$ cat config.mk
export PLATFORM = sky130hd
export DESIGN_NAME = token_mutex_node_protocol
export DESIGN_NICKNAME = d
export VERILOG_FILES = /design/src/design/tmnp_pkg.sv /design/src/design/tmnp_front.sv /design/src/design/tmnp_cmd_fifo.sv /design/src/design/tmnp_back.sv /design/src/design/token_mutex_node_protocol.sv
export SDC_FILE = /design/constraint.sdc
export NUM_CORES = 1
export LEC_CHECK = 0
export BUFFER_PORTS_ARGS = -buffer_cell sky130_fd_sc_hd__buf_4
export CELL_PAD_IN_SITES_DETAIL_PLACEMENT = 2
export CELL_PAD_IN_SITES_GLOBAL_PLACEMENT = 2
export CORE_MARGIN = 10
export CORE_UTILIZATION = 35
export CTS_CLUSTER_SIZE = 20
export DETAILED_ROUTE_END_ITERATION = 8
export GPL_TIMING_DRIVEN = 1
export MAX_ROUTING_LAYER = met4
export PLACE_DENSITY_LB_ADDON = 0.12
export SYNTH_ARGS = -nofsm -noshare
export SYNTH_HDL_FRONTEND = slang
export SYNTH_SLANG_ARGS = --single-unit
$ cat constraint.sdc
create_clock -name clk -period 3.8 [get_ports clk]
set_input_delay 0.76 -clock clk [delete_from_list [all_inputs] [get_ports clk]]
set_output_delay 0.76 -clock clk [all_outputs]
set_load 0.005 [all_outputs]
$ cat src/design/tmnp_pkg.sv
// ----------------------------------------------------------------------------
// tmnp_pkg
// Types, codes and sizes shared by the token mutex node blocks.
// ----------------------------------------------------------------------------
package tmnp_pkg;

  localparam int NODES_DEF = 16;
  localparam int ID_W      = 4;
  localparam int COUNT_W   = 5;
  localparam int HINT_W    = 5;
  localparam int QDEPTH    = 2;
  localparam int QPTR_W    = $clog2(QDEPTH);

  localparam logic [HINT_W-1:0]  NO_NODE       = HINT_W'(16);
  localparam logic [COUNT_W-1:0] COUNT_RST     = COUNT_W'(16);
  localparam logic [ID_W-1:0]    SELF_RST      = '0;

  localparam logic CFG_SELF_ID    = 1'b0;
  localparam logic CFG_NODE_COUNT = 1'b1;

  typedef enum logic [2:0] {
    OP_REQUEST_CS = 3'd0,
    OP_ENTER_CS   = 3'd1,
    OP_RELEASE_CS = 3'd2,
    OP_GOT_REQ    = 3'd3,
    OP_GOT_TOKEN  = 3'd4,
    OP_TIMEOUT    = 3'd5,
    OP_GOT_CONS   = 3'd6,
    OP_GOT_QUIET  = 3'd7
  } op_t;

  typedef enum logic [2:0] {
    M_REST       = 3'd0,
    M_WAITING    = 3'd1,
    M_ACTIVE     = 3'd2,
    M_CONSULTING = 3'd3,
    M_QUERY      = 3'd4,
    M_OBSERVER   = 3'd5,
    M_CANDIDATE  = 3'd6
  } mode_t;

  typedef enum logic [2:0] {
    K_REQUEST  = 3'd0,
    K_TOKEN    = 3'd1,
    K_CONSULT  = 3'd2,
    K_QUIET    = 3'd3,
    K_FAILURE  = 3'd4,
    K_ELECTION = 3'd5,
    K_ELECTED  = 3'd6
  } kind_t;

  typedef struct packed {
    logic [2:0]      op;
    logic [ID_W-1:0] peer;
  } in_t;

  typedef struct packed {
    logic [2:0]      msg_kind;
    logic [ID_W-1:0] dest;
    logic [ID_W-1:0] content;
    logic            last;
  } out_t;

  // One queued send job: a single message or a broadcast sweep.
  typedef struct packed {
    logic            bcast;
    kind_t           kind;
    logic [ID_W-1:0] dest;
    logic [ID_W-1:0] content;
  } cmd_t;

endpackage

$ cat src/design/tmnp_front.sv
// ----------------------------------------------------------------------------
// tmnp_front
// Event decoder: updates the protocol state and queues the send job.
// ----------------------------------------------------------------------------
module tmnp_front (
  input  logic                    clk,
  input  logic                    rst_n,
  input  logic                    in_valid,
  input  tmnp_pkg::in_t           in_data,
  output logic                    in_ready,
  input  logic [tmnp_pkg::ID_W-1:0] self_id,
  output logic                    push_valid,
  output tmnp_pkg::cmd_t          push_cmd,
  input  logic                    push_ready
);

  tmnp_pkg::mode_t                mode_r, mode_nxt;
  logic [tmnp_pkg::HINT_W-1:0]    owner_r, owner_nxt;
  logic [tmnp_pkg::HINT_W-1:0]    waiter_r, waiter_nxt;
  logic                           wants_r, wants_nxt;
  logic                           emit;
  logic                           accept;
  logic [tmnp_pkg::HINT_W-1:0]    peer_w;

  assign in_ready = push_ready;
  assign accept   = in_valid && push_ready;
  assign peer_w   = {1'b0, in_data.peer};

  always_comb begin
    mode_nxt         = mode_r;
    owner_nxt        = owner_r;
    waiter_nxt       = waiter_r;
    wants_nxt        = wants_r;
    emit             = 1'b0;
    push_cmd.bcast   = 1'b0;
    push_cmd.kind    = tmnp_pkg::K_REQUEST;
    push_cmd.dest    = in_data.peer;
    push_cmd.content = self_id;
    case (tmnp_pkg::op_t'(in_data.op))
      tmnp_pkg::OP_REQUEST_CS: begin
        mode_nxt  = tmnp_pkg::M_WAITING;
        wants_nxt = 1'b1;
        if (owner_r != tmnp_pkg::NO_NODE) begin
          emit          = 1'b1;
          push_cmd.dest = owner_r[tmnp_pkg::ID_W-1:0];
          owner_nxt     = tmnp_pkg::NO_NODE;
        end
      end
      tmnp_pkg::OP_ENTER_CS: begin
        mode_nxt = tmnp_pkg::M_ACTIVE;
      end
      tmnp_pkg::OP_RELEASE_CS: begin
        wants_nxt = 1'b0;
        mode_nxt  = tmnp_pkg::M_REST;
        if (waiter_r != tmnp_pkg::NO_NODE) begin
          emit             = 1'b1;
          push_cmd.kind    = tmnp_pkg::K_TOKEN;
          push_cmd.dest    = waiter_r[tmnp_pkg::ID_W-1:0];
          push_cmd.content = waiter_r[tmnp_pkg::ID_W-1:0];
          waiter_nxt       = tmnp_pkg::NO_NODE;
        end
      end
      tmnp_pkg::OP_GOT_REQ: begin
        if (owner_r == tmnp_pkg::NO_NODE) begin
          if (wants_r) begin
            waiter_nxt = peer_w;
          end else begin
            emit          = 1'b1;
            push_cmd.kind = tmnp_pkg::K_TOKEN;
          end
        end else begin
          emit             = 1'b1;
          push_cmd.dest    = owner_r[tmnp_pkg::ID_W-1:0];
          push_cmd.content = in_data.peer;
        end
        owner_nxt = peer_w;
      end
      tmnp_pkg::OP_TIMEOUT: begin
        push_cmd.bcast = 1'b1;
        case (mode_r)
          tmnp_pkg::M_WAITING: begin
            emit          = 1'b1;
            push_cmd.kind = tmnp_pkg::K_CONSULT;
            mode_nxt      = tmnp_pkg::M_CONSULTING;
          end
          tmnp_pkg::M_CONSULTING: begin
            emit          = 1'b1;
            push_cmd.kind = tmnp_pkg::K_FAILURE;
            mode_nxt      = tmnp_pkg::M_QUERY;
          end
          tmnp_pkg::M_QUERY, tmnp_pkg::M_OBSERVER: begin
            emit          = 1'b1;
            push_cmd.kind = tmnp_pkg::K_ELECTION;
            mode_nxt      = tmnp_pkg::M_CANDIDATE;
          end
          tmnp_pkg::M_CANDIDATE: begin
            // Take the token; the hint is cleared, so a pending want sends nothing.
            emit          = 1'b1;
            push_cmd.kind = tmnp_pkg::K_ELECTED;
            owner_nxt     = tmnp_pkg::NO_NODE;
            waiter_nxt    = tmnp_pkg::NO_NODE;
            mode_nxt      = wants_r ? tmnp_pkg::M_WAITING : tmnp_pkg::M_REST;
          end
          default: begin
            emit = 1'b0;
          end
        endcase
      end
      tmnp_pkg::OP_GOT_CONS: begin
        if (waiter_r == peer_w) begin
          emit          = 1'b1;
          push_cmd.kind = tmnp_pkg::K_QUIET;
        end
      end
      tmnp_pkg::OP_GOT_QUIET: begin
        if (mode_r == tmnp_pkg::M_CONSULTING) begin
          mode_nxt = tmnp_pkg::M_WAITING;
        end
      end
      default: begin
        emit = 1'b0;
      end
    endcase
  end

  assign push_valid = accept && emit;

  always_ff @(posedge clk) begin
    if (!rst_n) begin
      mode_r   <= tmnp_pkg::M_REST;
      owner_r  <= tmnp_pkg::NO_NODE;
      waiter_r <= tmnp_pkg::NO_NODE;
      wants_r  <= 1'b0;
    end else if (accept) begin
      mode_r   <= mode_nxt;
      owner_r  <= owner_nxt;
      waiter_r <= waiter_nxt;
      wants_r  <= wants_nxt;
    end
  end

endmodule

$ cat src/design/tmnp_cmd_fifo.sv
// ----------------------------------------------------------------------------
// tmnp_cmd_fifo
// Short job queue between the event decoder and the send sequencer.
// ----------------------------------------------------------------------------
module tmnp_cmd_fifo (
  input  logic           clk,
  input  logic           rst_n,
  input  logic           push_valid,
  input  tmnp_pkg::cmd_t push_cmd,
  output logic           push_ready,
  output logic           head_valid,
  output tmnp_pkg::cmd_t head_cmd,
  input  logic           pop
);

  tmnp_pkg::cmd_t                 mem_r [tmnp_pkg::QDEPTH];
  logic [tmnp_pkg::QPTR_W-1:0]    wr_r, rd_r;
  logic [tmnp_pkg::QPTR_W:0]      cnt_r, cnt_nxt;
  logic                           do_push, do_pop;

  assign push_ready = (cnt_r != (tmnp_pkg::QPTR_W+1)'(tmnp_pkg::QDEPTH));
  assign head_valid = (cnt_r != '0);
  assign head_cmd   = mem_r[rd_r];
  assign do_push    = push_valid && push_ready;
  assign do_pop     = pop && head_valid;

  always_comb begin
    cnt_nxt = cnt_r;
    if (do_push && !do_pop) begin
      cnt_nxt = cnt_r + 1'b1;
    end else if (do_pop && !do_push) begin
      cnt_nxt = cnt_r - 1'b1;
    end
  end

  always_ff @(posedge clk) begin
    if (!rst_n) begin
      wr_r  <= '0;
      rd_r  <= '0;
      cnt_r <= '0;
    end else begin
      cnt_r <= cnt_nxt;
      if (do_push) begin
        wr_r <= wr_r + 1'b1;
      end
      if (do_pop) begin
        rd_r <= rd_r + 1'b1;
      end
    end
  end

  always_ff @(posedge clk) begin
    if (do_push) begin
      mem_r[wr_r] <= push_cmd;
    end
  end

endmodule

$ cat src/design/tmnp_back.sv
// ----------------------------------------------------------------------------
// tmnp_back
// Send sequencer: expands jobs into words and holds the output register.
// ----------------------------------------------------------------------------
module tmnp_back #(
  parameter int NODES = tmnp_pkg::NODES_DEF
) (
  input  logic                         clk,
  input  logic                         rst_n,
  input  logic                         head_valid,
  input  tmnp_pkg::cmd_t               head_cmd,
  output logic                         pop,
  input  logic [tmnp_pkg::ID_W-1:0]    self_id,
  input  logic [tmnp_pkg::COUNT_W-1:0] node_count,
  output logic                         out_valid,
  output tmnp_pkg::out_t               out_data,
  input  logic                         out_ready
);

  localparam int CAP_I = (NODES < 16) ? NODES : 16;
  localparam logic [tmnp_pkg::COUNT_W-1:0] CAP = tmnp_pkg::COUNT_W'(CAP_I);

  logic [tmnp_pkg::COUNT_W-1:0] j_r, j_nxt;
  logic [tmnp_pkg::COUNT_W-1:0] cnt, self_w, cand, cand_p1;
  logic                         out_valid_r, out_valid_nxt;
  tmnp_pkg::out_t               out_r, out_nxt;
  logic                         slot_free, in_range, is_last;

  assign slot_free = !out_valid_r || out_ready;
  assign cnt       = (node_count > CAP) ? CAP : node_count;
  assign self_w    = {1'b0, self_id};
  // Step over this node's own id.
  assign cand      = (j_r == self_w) ? j_r + 1'b1 : j_r;
  assign cand_p1   = cand + 1'b1;
  assign in_range  = (cand < cnt);
  assign is_last   = (cand_p1 >= cnt) || ((cand_p1 == self_w) && (cand_p1 + 1'b1 >= cnt));

  always_comb begin
    pop           = 1'b0;
    j_nxt         = j_r;
    out_nxt       = out_r;
    out_valid_nxt = out_valid_r && !out_ready;
    if (head_valid && slot_free) begin
      if (!head_cmd.bcast) begin
        pop              = 1'b1;
        out_valid_nxt    = 1'b1;
        out_nxt.msg_kind = head_cmd.kind;
        out_nxt.dest     = head_cmd.dest;
        out_nxt.content  = head_cmd.content;
        out_nxt.last     = 1'b1;
      end else if (!in_range) begin
        // Nothing left to send: drop the job.
        pop   = 1'b1;
        j_nxt = '0;
      end else begin
        out_valid_nxt    = 1'b1;
        out_nxt.msg_kind = head_cmd.kind;
        out_nxt.dest     = cand[tmnp_pkg::ID_W-1:0];
        out_nxt.content  = self_id;
        out_nxt.last     = is_last;
        if (is_last) begin
          pop   = 1'b1;
          j_nxt = '0;
        end else begin
          j_nxt = cand_p1;
        end
      end
    end
  end

  always_ff @(posedge clk) begin
    if (!rst_n) begin
      j_r         <= '0;
      out_valid_r <= 1'b0;
    end else begin
      j_r         <= j_nxt;
      out_valid_r <= out_valid_nxt;
    end
  end

  always_ff @(posedge clk) begin
    out_r <= out_nxt;
  end

  assign out_valid = out_valid_r;
  assign out_data  = out_r;

endmodule

$ cat src/design/token_mutex_node_protocol.sv
// ----------------------------------------------------------------------------
// token_mutex_node_protocol
// One node of a token-based mutual exclusion protocol with failure recovery.
// ----------------------------------------------------------------------------
// Path: an event is decoded and its job queued when it is accepted; the job's
//   first word then moves into the output register once the slot is free.
// Throughput: one event per cycle while the two-job queue has room; a broadcast
//   drains one word per ready cycle, one per other node below the count.
// Reset: synchronous, active low; clears mode, hints, flags and the queue,
//   sets self_id to 0 and node_count to 16. No clearing pass.
// ----------------------------------------------------------------------------
module token_mutex_node_protocol #(
  parameter int NODES = tmnp_pkg::NODES_DEF
) (
  input  logic                         clk,
  input  logic                         rst_n,
  // event channel
  input  logic                         in_valid,
  output logic                         in_ready,
  input  tmnp_pkg::in_t                in_data,
  // message channel
  output logic                         out_valid,
  input  logic                         out_ready,
  output tmnp_pkg::out_t               out_data,
  // configuration writes
  input  logic                         cfg_we,
  input  logic                         cfg_index,
  input  logic [tmnp_pkg::COUNT_W-1:0] cfg_data
);

  logic [tmnp_pkg::ID_W-1:0]    self_id_r;
  logic [tmnp_pkg::COUNT_W-1:0] node_count_r;

  logic           push_valid, push_ready;
  tmnp_pkg::cmd_t push_cmd;
  logic           head_valid, pop;
  tmnp_pkg::cmd_t head_cmd;

  // Hold the configuration; write it only while the node is idle.
  always_ff @(posedge clk) begin
    if (!rst_n) begin
      self_id_r    <= tmnp_pkg::SELF_RST;
      node_count_r <= tmnp_pkg::COUNT_RST;
    end else if (cfg_we) begin
      case (cfg_index)
        tmnp_pkg::CFG_SELF_ID:    self_id_r    <= cfg_data[tmnp_pkg::ID_W-1:0];
        tmnp_pkg::CFG_NODE_COUNT: node_count_r <= cfg_data;
        default:                  node_count_r <= node_count_r;
      endcase
    end
  end

  // Front: decode the event, update protocol state, queue at most one send job.
  tmnp_front u_front (
    .clk        (clk),
    .rst_n      (rst_n),
    .in_valid   (in_valid),
    .in_data    (in_data),
    .in_ready   (in_ready),
    .self_id    (self_id_r),
    .push_valid (push_valid),
    .push_cmd   (push_cmd),
    .push_ready (push_ready)
  );

  // Queue: decouple decoding from a long broadcast drain.
  tmnp_cmd_fifo u_fifo (
    .clk        (clk),
    .rst_n      (rst_n),
    .push_valid (push_valid),
    .push_cmd   (push_cmd),
    .push_ready (push_ready),
    .head_valid (head_valid),
    .head_cmd   (head_cmd),
    .pop        (pop)
  );

  // Back: expand each job into words, ascending ids, last on the final word.
  tmnp_back #(
    .NODES (NODES)
  ) u_back (
    .clk        (clk),
    .rst_n      (rst_n),
    .head_valid (head_valid),
    .head_cmd   (head_cmd),
    .pop        (pop),
    .self_id    (self_id_r),
    .node_count (node_count_r),
    .out_valid  (out_valid),
    .out_data   (out_data),
    .out_ready  (out_ready)
  );

endmodule

==> impl_summary.md <==
Yosys
After synthesis, the netlist uses 64 different library cells. Of the total synthesized cell area, the portion taken by AND, OR, NAND and NOR gates is 0.1598. The synthesized-area fraction occupied by ao, oa, aoi and oai cells is 0.1709. By count the netlist is led by 48 x nor2_1, 36 x edfxtp_1, 34 x dfxtp_1, 28 x a21oi_1, 23 x mux2i_1.

Counting flops with a built-in enable in the synthesized netlist gives 36. The synthesized design contains 70 register bits. The library cell with the largest summed area after synthesis is edfxtp_1. Of the total synthesized cell area, the portion taken by XOR and XNOR cells is 0.05550. Of the total synthesized cell area, the portion taken by full adders, half adders and majority gates is 0.05709.

The proportion of synthesized flip-flops having asynchronous set or reset is 0. The most used flip-flop cell after synthesis is edfxtp_1. Sorting the synthesized cells by area gives the leading types as edfxtp_1 27%, dfxtp_1 17%, mux2i_1 5.8%, ha_1 5.7%, nor2_1 4.6%. nor2_1 is the most common cell in the netlist. The sequential cell area fraction in the yosys report is 0.4466. The netlist area before placement is 0.003945 sq mm.

Of the post-synthesis cell area, the part taken by muxes is 0.06977. The net count of the mapped netlist is 431. The cell count after synthesis is 395. The top cell type's share of synthesized area is 0.2740. After synthesis, the largest family of logic cells by area is compound AO/OA/AOI/OAI gates. The synthesized area per cell is 9.987 sq um. During synthesis, Yosys emitted a total of 0 warnings.

Setup path
At the worst endpoint, the required time is 4.07 ns. The signal on the critical path passes through xor2_4, nor4_4, buf_4, nand2_4, mux2i_2, inv_2, ha_4, xor2_4, nand4_1, xnor2_2, ha_1, o21ai_2, a21oi_2, o21ai_2, a211oi_2, o31ai_4, ha_4, xor2_1, or3_1, a21oi_1. The capturing element type of the critical path is a flop. In this design, the largest share of critical-path delay is due to simple AND/OR/NAND/NOR gates. The worst register-to-register path ends at u_fifo.cnt_r[1].

The data arrival time of the critical path is 4.45 ns. STA classifies the critical path startpoint as a flop. The slowest stage of the critical path is the dfxtp_4 cell. The cell count of the worst reg-to-reg path is 20. Along the worst path, the maximum fanout reaches 4. The startpoint identified for the worst register-to-register timing path is u_back.j_r[2].

Setup slack on the worst reg-to-reg path comes out at -0.38 ns. On the worst path, the slowest cell contributes a delay of 0.37 ns. The type of the worst setup path is flop to flop. Together, buffers and inverters on the worst path number 2.

Layout
The final-layout fill cell count is 1148. Measured on the finished design, the core utilization comes to 0.4778. The diode insertion count for antenna repair is 0. The fraction of layout instances using a drive strength above 1 is 0.3083. For this run, the post-layout net count is 512. The area growth from synthesis to layout is 32.45%.

Timing
The count of endpoints failing hold in the final timing report is 0. In the finished design, the share of the clock period the worst path needs comes to 1.101. The total setup violations reported at the end of the flow is 7. Derived from the worst setup path, the maximum achievable clock frequency is 239.0 MHz. The number of slew-limit violations in the final report is 0. Measured against its own limit, the worst slew margin works out to 0.5423. Hold is met by 0.4589 ns.

The worst setup skew after layout is 0.009020 ns. The post-layout minimum cycle time is 4.183 ns. Setup total negative slack on the finished layout was measured at -0.8916 ns. The post-layout worst setup margin is -0.3833 ns. For the pin with the worst max-slew slack, the measured transition is 0.6819 ns. Setup repair after global routing could not meet its margin everywhere.

Floorplanning
The number of standard-cell rows in the floorplan is 38. The horizontal die dimension is 126.2 um. The area inside the core boundary is 0.01094 sq mm.

The vertical die dimension is 126.2 um. 32 I/O pins were placed. The die outline area is 0.01592 sq mm.

For this configuration, the core starts out at a cell density of 0.3608.

Status
The final reports fail on negative setup slack. The flow ran to the end, but the final reports show violations.

Clock network
In this run the deepest clock path goes through 2 buffers. At the later pin of the worst-skew pair, clock insertion delay measures 0.34 ns. Clock-pin slew was measured on the worst setup and hold paths at 0.06 ns. The H-tree was split into 3 levels. TritonCTS built the clock tree. CTS placed an instance of clkbuf_16 at the clock tree root. Clock tree synthesis found a total of 70 sinks. TritonCTS created 9 clock buffers.

Drt
The first TritonRoute pass finished after 4 iterations. The DRC violations left is 0. The first routing iteration left 237 violations. The routed layout has 3412 vias. Dividing the detail-routed wire length by the instance count gives 23.87 um.

The via density per instance is 5.503. The remaining number of nets flagged by the antenna check after routing is 0. Summed over all layers, the routed wires come to 14800 um.

Place
At the end of routability-driven placement, the weighted congestion stood at 0.8377. The wire-length estimate of the detail-placed layout is 9575 um. The number of buffers added on ports is 31.

Worst hold path
The instance count along the most critical hold path is 2. The worst hold-check path type is flop to flop. The hold path startpoint is node_count_r[0]. The worst-case hold path end point is node_count_r[0].

Power
Summing internal, switching and leakage power gives 2.687 mW. Power spread over the standard cell area amounts to 514.2 mW/mm^2. The worst-case IR drop observed on VDD is 248.2 uV.

In this run the static leakage power is 2.136 nW.

Job
The max-capacitance violation count is 0.

Global route
The number of antenna violations at the first check in global routing is 0. The first global-routing pass estimated 22190 um of wire. The global routing usage summed across all routing layers is 0.1814. The largest net degree at the start of global routing is 21. The total overflow left after global routing is 0. The via count of the first global-routing pass came to 3805.
-- per-stage QoR --
step	area, sq um	std cells	setup slack, ns
2_1_floorplan	4005	395	-0.03409
3_3_place_gp	4649	592	-0.06345
3_5_place_dp	4649	592	-0.2496
4_1_cts	5061	616	-0.06860
5_1_grt	5225	620	-0.5952
6_report	5225	620	-0.3833
-- state kept, by name (all words and copies together) (netlist names), named ones only --
signal	cells
u_back.out_valid	1
u_front.wants_r	1
node_count_r	5
u_front.owner_r	5
u_fifo.wr_r	1
u_fifo.mem_r	24
u_fifo.cnt_r	2
u_front.waiter_r	5
u_back.j_r	5
self_id_r	4
u_fifo.rd_r	1
u_back.out_data	12
u_front.mode_r	3
-- cell usage in the layout, fill, tap and decap left out, types with 5 or more instances in the layout --
master / count
edfxtp_1: 36
nand2b_1: 8
clkbuf_16: 9
o21ai_0: 5
buf_4: 88
a21oi_1: 26
nor2b_1: 9
o21ai_1: 14
mux2i_1: 21
xnor2_1: 7
nand2_1: 18
nand3_1: 7
nand4_1: 5
inv_1: 13
dfxtp_1: 30
nor2_1: 48
ha_1: 15
o21a_1: 9
and2_1: 10
-- kinds of logic (layout without fill, tap and decap cells) --
logic type / Yosys count / count (layout)
AO/OA/AOI/OAI: 99 / 99
XOR/XNOR: 20 / 20
adder cells (fa/ha/maj): 18 / 18
buffers and inverters: 36 / 121
flip-flops: 70 / 70
multiplexers: 27 / 27
AND/OR/NAND/NOR: 125 / 125
-- how the worst max path moves through the flow --
stage / startpoint / endpoint / slack (ns) / depth (start not counted)
after floorplan: u_back.j_r[2] / u_fifo.cnt_r[1] / -0.03 / 20
after global placement: u_back.j_r[2] / u_fifo.cnt_r[1] / -0.06 / 17
after detailed placement: u_back.j_r[3] / u_fifo.cnt_r[1] / -0.25 / 19
after CTS: u_back.j_r[2] / u_fifo.cnt_r[1] / -0.07 / 19
after global routing: u_back.j_r[2] / u_fifo.cnt_r[1] / -0.60 / 20
final: u_back.j_r[2] / u_fifo.cnt_r[1] / -0.38 / 20
-- final cells by class --
cell class / instances / area, sq um / share of cell area
multi-input cells: 289 / 2246 / 0.4298
flip-flops and latches: 70 / 1772 / 0.3391
repair buffers: 90 / 683.2 / 0.1307
clock buffers: 9 / 225.2 / 0.04310
well taps: 140 / 175.2 / 0.03352
clock inverters: 6 / 63.81 / 0.01221
inverters: 16 / 60.06 / 0.01149
-- per-layer routing --
metal | wire [um] | share of wire | GRT usage | vias up
li1 | - | - | - | 1598
met1 | 6823 | 0.46 | 0.2253 | 1742
met2 | 7355 | 0.50 | 0.2934 | 53
met3 | 297 | 0.020 | 0.02978 | 19
met4 | 320 | 0.022 | 0.06028 | 0
met5 | 0 | 0 | - | -
-- timing repair --
action / CTS / global route
setup buffers: 11 / 8
setup endpoints to repair: 2 / 10
hold buffers: 0 / 0
pin swaps: 10 / 11
resized for setup: 11 / 25
-- power breakdown --
part	internal, mW	switching, mW	total, mW
clock	0.503	0.341	0.845
combinational	0.431	0.490	0.921
sequential	0.877	0.0434	0.921
total	1.81	0.874	2.69
-- worst reg2reg max path: cells and delay by family (launching register included) --
family          cells  cell delay, ns
fa+ha+maj           3            0.71
flops               1            0.37
buf+inv             2            0.31
compound gates      6            0.86
mux                 1            0.23
xor+xnor            4            0.76
simple gates        4            0.86
(Power assumes the default switching activity.)
